### src/rtl/perspective_viewport_projection_top_assert.svh
// Assertion macros for the perspective viewport projection block.
// Included by the top level; no other dependencies.
`ifndef PERSPECTIVE_VIEWPORT_PROJECTION_TOP_ASSERT_SVH
`define PERSPECTIVE_VIEWPORT_PROJECTION_TOP_ASSERT_SVH
`ifndef SYNTHESIS
`define PVP_ASSERT_IMPLY(label, clk, rst_n, ante, cons) \
	label: assert property (@(posedge clk) disable iff (!rst_n) (ante) |-> (cons)) \
		else $error("pvp assertion failed");
`define PVP_ASSERT_NEXT(label, clk, rst_n, ante, cons) \
	label: assert property (@(posedge clk) disable iff (!rst_n) (ante) |=> (cons)) \
		else $error("pvp assertion failed");
`else
`define PVP_ASSERT_IMPLY(label, clk, rst_n, ante, cons)
`define PVP_ASSERT_NEXT(label, clk, rst_n, ante, cons)
`endif
`endif

### src/rtl/pvp_fifo.sv
// Small first-in first-out queue with a fall-through read port.
// Generic over the item type; no package dependencies.
module pvp_fifo #(
	parameter type T     = logic,
	parameter int  DEPTH = 2
) (
	input  logic clk,
	input  logic arst_n,
	input  logic push,
	input  T     din,
	output logic full,
	input  logic pop,
	output T     dout,
	output logic empty
);
	localparam int AW = $clog2(DEPTH);
	localparam int CW = $clog2(DEPTH + 1);

	T              mem_q [DEPTH];
	logic [AW-1:0] wr_q;
	logic [AW-1:0] rd_q;
	logic [CW-1:0] count_q;
	logic          do_push;
	logic          do_pop;

	assign full    = (count_q == CW'(DEPTH));
	assign empty   = (count_q == '0);
	assign do_push = push && !full;
	assign do_pop  = pop && !empty;
	assign dout    = mem_q[rd_q];

	// Storage write.
	always_ff @(posedge clk) begin
		if (do_push) begin
			mem_q[wr_q] <= din;
		end
	end

	// Pointers and fill count.
	always_ff @(posedge clk or negedge arst_n) begin
		if (!arst_n) begin
			wr_q    <= '0;
			rd_q    <= '0;
			count_q <= '0;
		end else begin
			if (do_push) begin
				wr_q <= (wr_q == AW'(DEPTH - 1)) ? '0 : wr_q + AW'(1);
			end
			if (do_pop) begin
				rd_q <= (rd_q == AW'(DEPTH - 1)) ? '0 : rd_q + AW'(1);
			end
			count_q <= count_q + CW'(do_push) - CW'(do_pop);
		end
	end
endmodule

### config.mk
export PLATFORM = sky130hd
export DESIGN_NAME = pvp_fifo
export DESIGN_NICKNAME = d
export VERILOG_FILES = /design/src/rtl/perspective_viewport_projection_top_assert.svh /design/src/rtl/pvp_fifo.sv
export SDC_FILE = /design/constraint.sdc
export NUM_CORES = 1
export LEC_CHECK = 0
export BUFFER_PORTS_ARGS = -buffer_cell sky130_fd_sc_hd__buf_2
export CORE_AREA = 4 4 41 43
export DETAILED_ROUTE_END_ITERATION = 16
export DIE_AREA = 0 0 45 47
export GPL_ROUTABILITY_DRIVEN = 1
export PLACE_DENSITY = 0.35
export SYNTH_ARGS = -nofsm -noshare
export SYNTH_HDL_FRONTEND = slang
export SYNTH_SLANG_ARGS = --single-unit
### constraint.sdc
create_clock -name clk -period 2.23 [get_ports clk]
set_input_delay 0.223 -clock clk [delete_from_list [all_inputs] [get_ports clk]]
set_output_delay 0.223 -clock clk [all_outputs]
set_load 0.005 [all_outputs]
==> results_dict.tcl <==
set metrics [dict create \
    outcome "completed" \
    clk_latency_ps 250 \
    setup_viol 0 \
    first_iter_violations 1 \
    r2r-start "count_q[1]" \
    drc 0 \
    synth-simple-area-share 0.120 \
    fin_crit_ps 1520 \
    wire_per_inst_um 9.65 \
    required_ps 2390 \
    relSlewSlack 0.884 \
    drv_slew 0 \
    dp.cells 43 \
    final.setup_skew_ps 3.99 \
    area_growth_pct 33.2 \
    dieArea_sq_mm 0.00212 \
    finalSetupTns_ps 0 \
    power_density_mw_per_mm2 1350 \
    n_antenna_cell 0 \
    instances_no_fill 48 \
    antenna_found_initial 0 \
    wl_um 463 \
    fmax_mhz 656 \
    grt.total_usage 0.0533 \
    synth_area_sq_um 272 \
    path_max_fanout 3 \
    worst_slew_pin_slew_ps 172 \
    drtPass1Iterations 2 \
    synth_top_family_by_area "XOR/XNOR gates" \
    min_from "din" \
    synthAdderAreaFrac 0.0922 \
    endpoint_kind "register" \
    place_congestion 0.737 \
    cp.arrival_ps 1690 \
    layout.nets 41 \
    ioPinCount 8 \
    clock_sinks 6 \
    die_y_um 47 \
    core_sq_mm 0.00130 \
    multi_input_area_sq_um 104 \
    hold-worst-slack_ps 162 \
    num_vias 177 \
    synth-seq-cells 6 \
    grt_pass1_vias 180 \
    drtAntennaViolNets 0 \
    power.total_mw 0.486 \
    clkSlewWorstSetupHoldPaths_ps 50 \
    num_rows 13 \
    muxShareOfSynthArea 0.0415 \
    synth-xor-area-share 0.129 \
    cts_tree "built" \
    final_hold_viol_count 0 \
    postSynthCellCount 21 \
    synth_warnings 0 \
    grt_first_pass_wirelength_um 676 \
    start_kind "register" \
    seq_area_frac_synth 0.590 \
    grt_start_max_net_pins 5 \
    vias_per_cell 3.69 \
    synthesis.nets 28 \
    power.static_leakage_nw 0.175 \
    cts-root-buf "clkbuf_4" \
    startpoint "count_q[1]" \
    grt_overflow 0 \
    maxCapViolations 0 \
    synth_compound_area_frac 0 \
    utilization 0.278 \
    cts_made_buffers 3 \
    critPathKind "reg2reg" \
    cts_max_level 1 \
    chipWidth_um 45 \
    drive_gt1_frac 0.364 \
    postCtsSetupRepairBufs 0 \
    cts_buffer_depth 2 \
    io_buffers 7 \
    rsz0062_at_grt "no" \
    min_period_over_period 0.684 \
    syn_avg_cell_area_sq_um 12.9 \
    start_util 0.209 \
    seqCellArea_sq_um 160 \
    fill_cells 139 \
    hold_path_class "in2reg" \
    synth_cell_types 12 \
    max-vdd-ir-drop_mv 0.387 \
]
routing by layer:
metal / global-route usage / share of wire / routed length (um)
met1: 0.0419 / 0.39 / 182
met5: 0 / 0 / 0
met2: 0.0763 / 0.49 / 229
met3: 0.0383 / 0.078 / 36
met4: 0.0702 / 0.032 / 15
Yosys cell counts (all sizes together):
| master | number | area, sq um |
|---|---|---|
| ha | 2 | 25.0 |
| nor2 | 2 | 7.51 |
| and3 | 1 | 6.26 |
| inv | 2 | 7.51 |
| mux2 | 1 | 11.3 |
| dfrtp | 4 | 100 |
| nand2 | 1 | 3.75 |
| xnor2 | 3 | 26.3 |
| xor2 | 1 | 8.76 |
| nor2b | 1 | 8.76 |
| edfxtp | 2 | 60.1 |
| nand2b | 1 | 6.26 |
critical path, cell delays in order, from the launching register on:
cell and delay (ps):
dfrtp_1 400, nor2_1 170, nor2b_2 80, ha_1 270, inv_1 40, ha_1 180, xnor2_1 170, xnor2_1 140
logic make-up after synthesis:
group / Yosys count
multiplexers: 1
AND/OR/NAND/NOR: 6
flip-flops: 6
buffers and inverters: 2
XOR/XNOR: 4
adder cells (fa/ha/maj): 2
cell type report:
type                       count  area share
clock buffer                   4      0.0727
multi-input combinational     13       0.287
sequential                     6       0.443
timing repair buffer           8       0.125
tap                           15      0.0519
inverter                       2      0.0208
flip-flops by register name, summed over array words and instances (netlist names):
name     flops
count_q      2
mem_q        2
rd_q         1
wr_q         1
what timing repair did:
action | 4_1_cts | 5_1_grt
resized for setup | 0 | 0
hold buffers | 1 | 0
setup endpoints to repair | 0 | 0
hold endpoints to repair | 4 | 0
cells in the final DEF (no fill, tap or decap):
cell type	Yosys	final
nand2b_1	1	1
clkbuf_4	0	3
nor2_1	2	2
ha_1	2	2
mux2_2	1	1
dlygate4sd3_1	0	1
nor2b_2	1	1
nand2_1	1	1
and3_1	1	1
clkbuf_1	0	1
buf_2	0	7
inv_1	2	2
dfrtp_1	4	4
xor2_1	1	1
edfxtp_1	2	2
xnor2_1	3	3
power by group:
part / total (mW) / switching, mW / internal, mW
clock network: 0.112 / 0.0435 / 0.0681
logic: 0.177 / 0.0798 / 0.0975
registers: 0.198 / 0.0318 / 0.166
per-stage QoR:
step | worst slack, ps | area [sq um]
3_3_place_gp | 731 | 325
6_report | 706 | 362
4_1_cts | 681 | 362
5_1_grt | 630 | 362
3_5_place_dp | 707 | 325
2_1_floorplan | 756 | 272
worst paths after layout:
path,to,slack [ps],cells after the start
worst max-delay path,count_q[1],710,7
worst min-delay path,mem_q[0],160,1
worst max register to register,count_q[1],710,7
worst min register to register,rd_q,480,1
max in group asynchronous,count_q[1],1790,2
min in group asynchronous,wr_q,310,2
No activity file was read; power rests on OpenSTA's default activity.
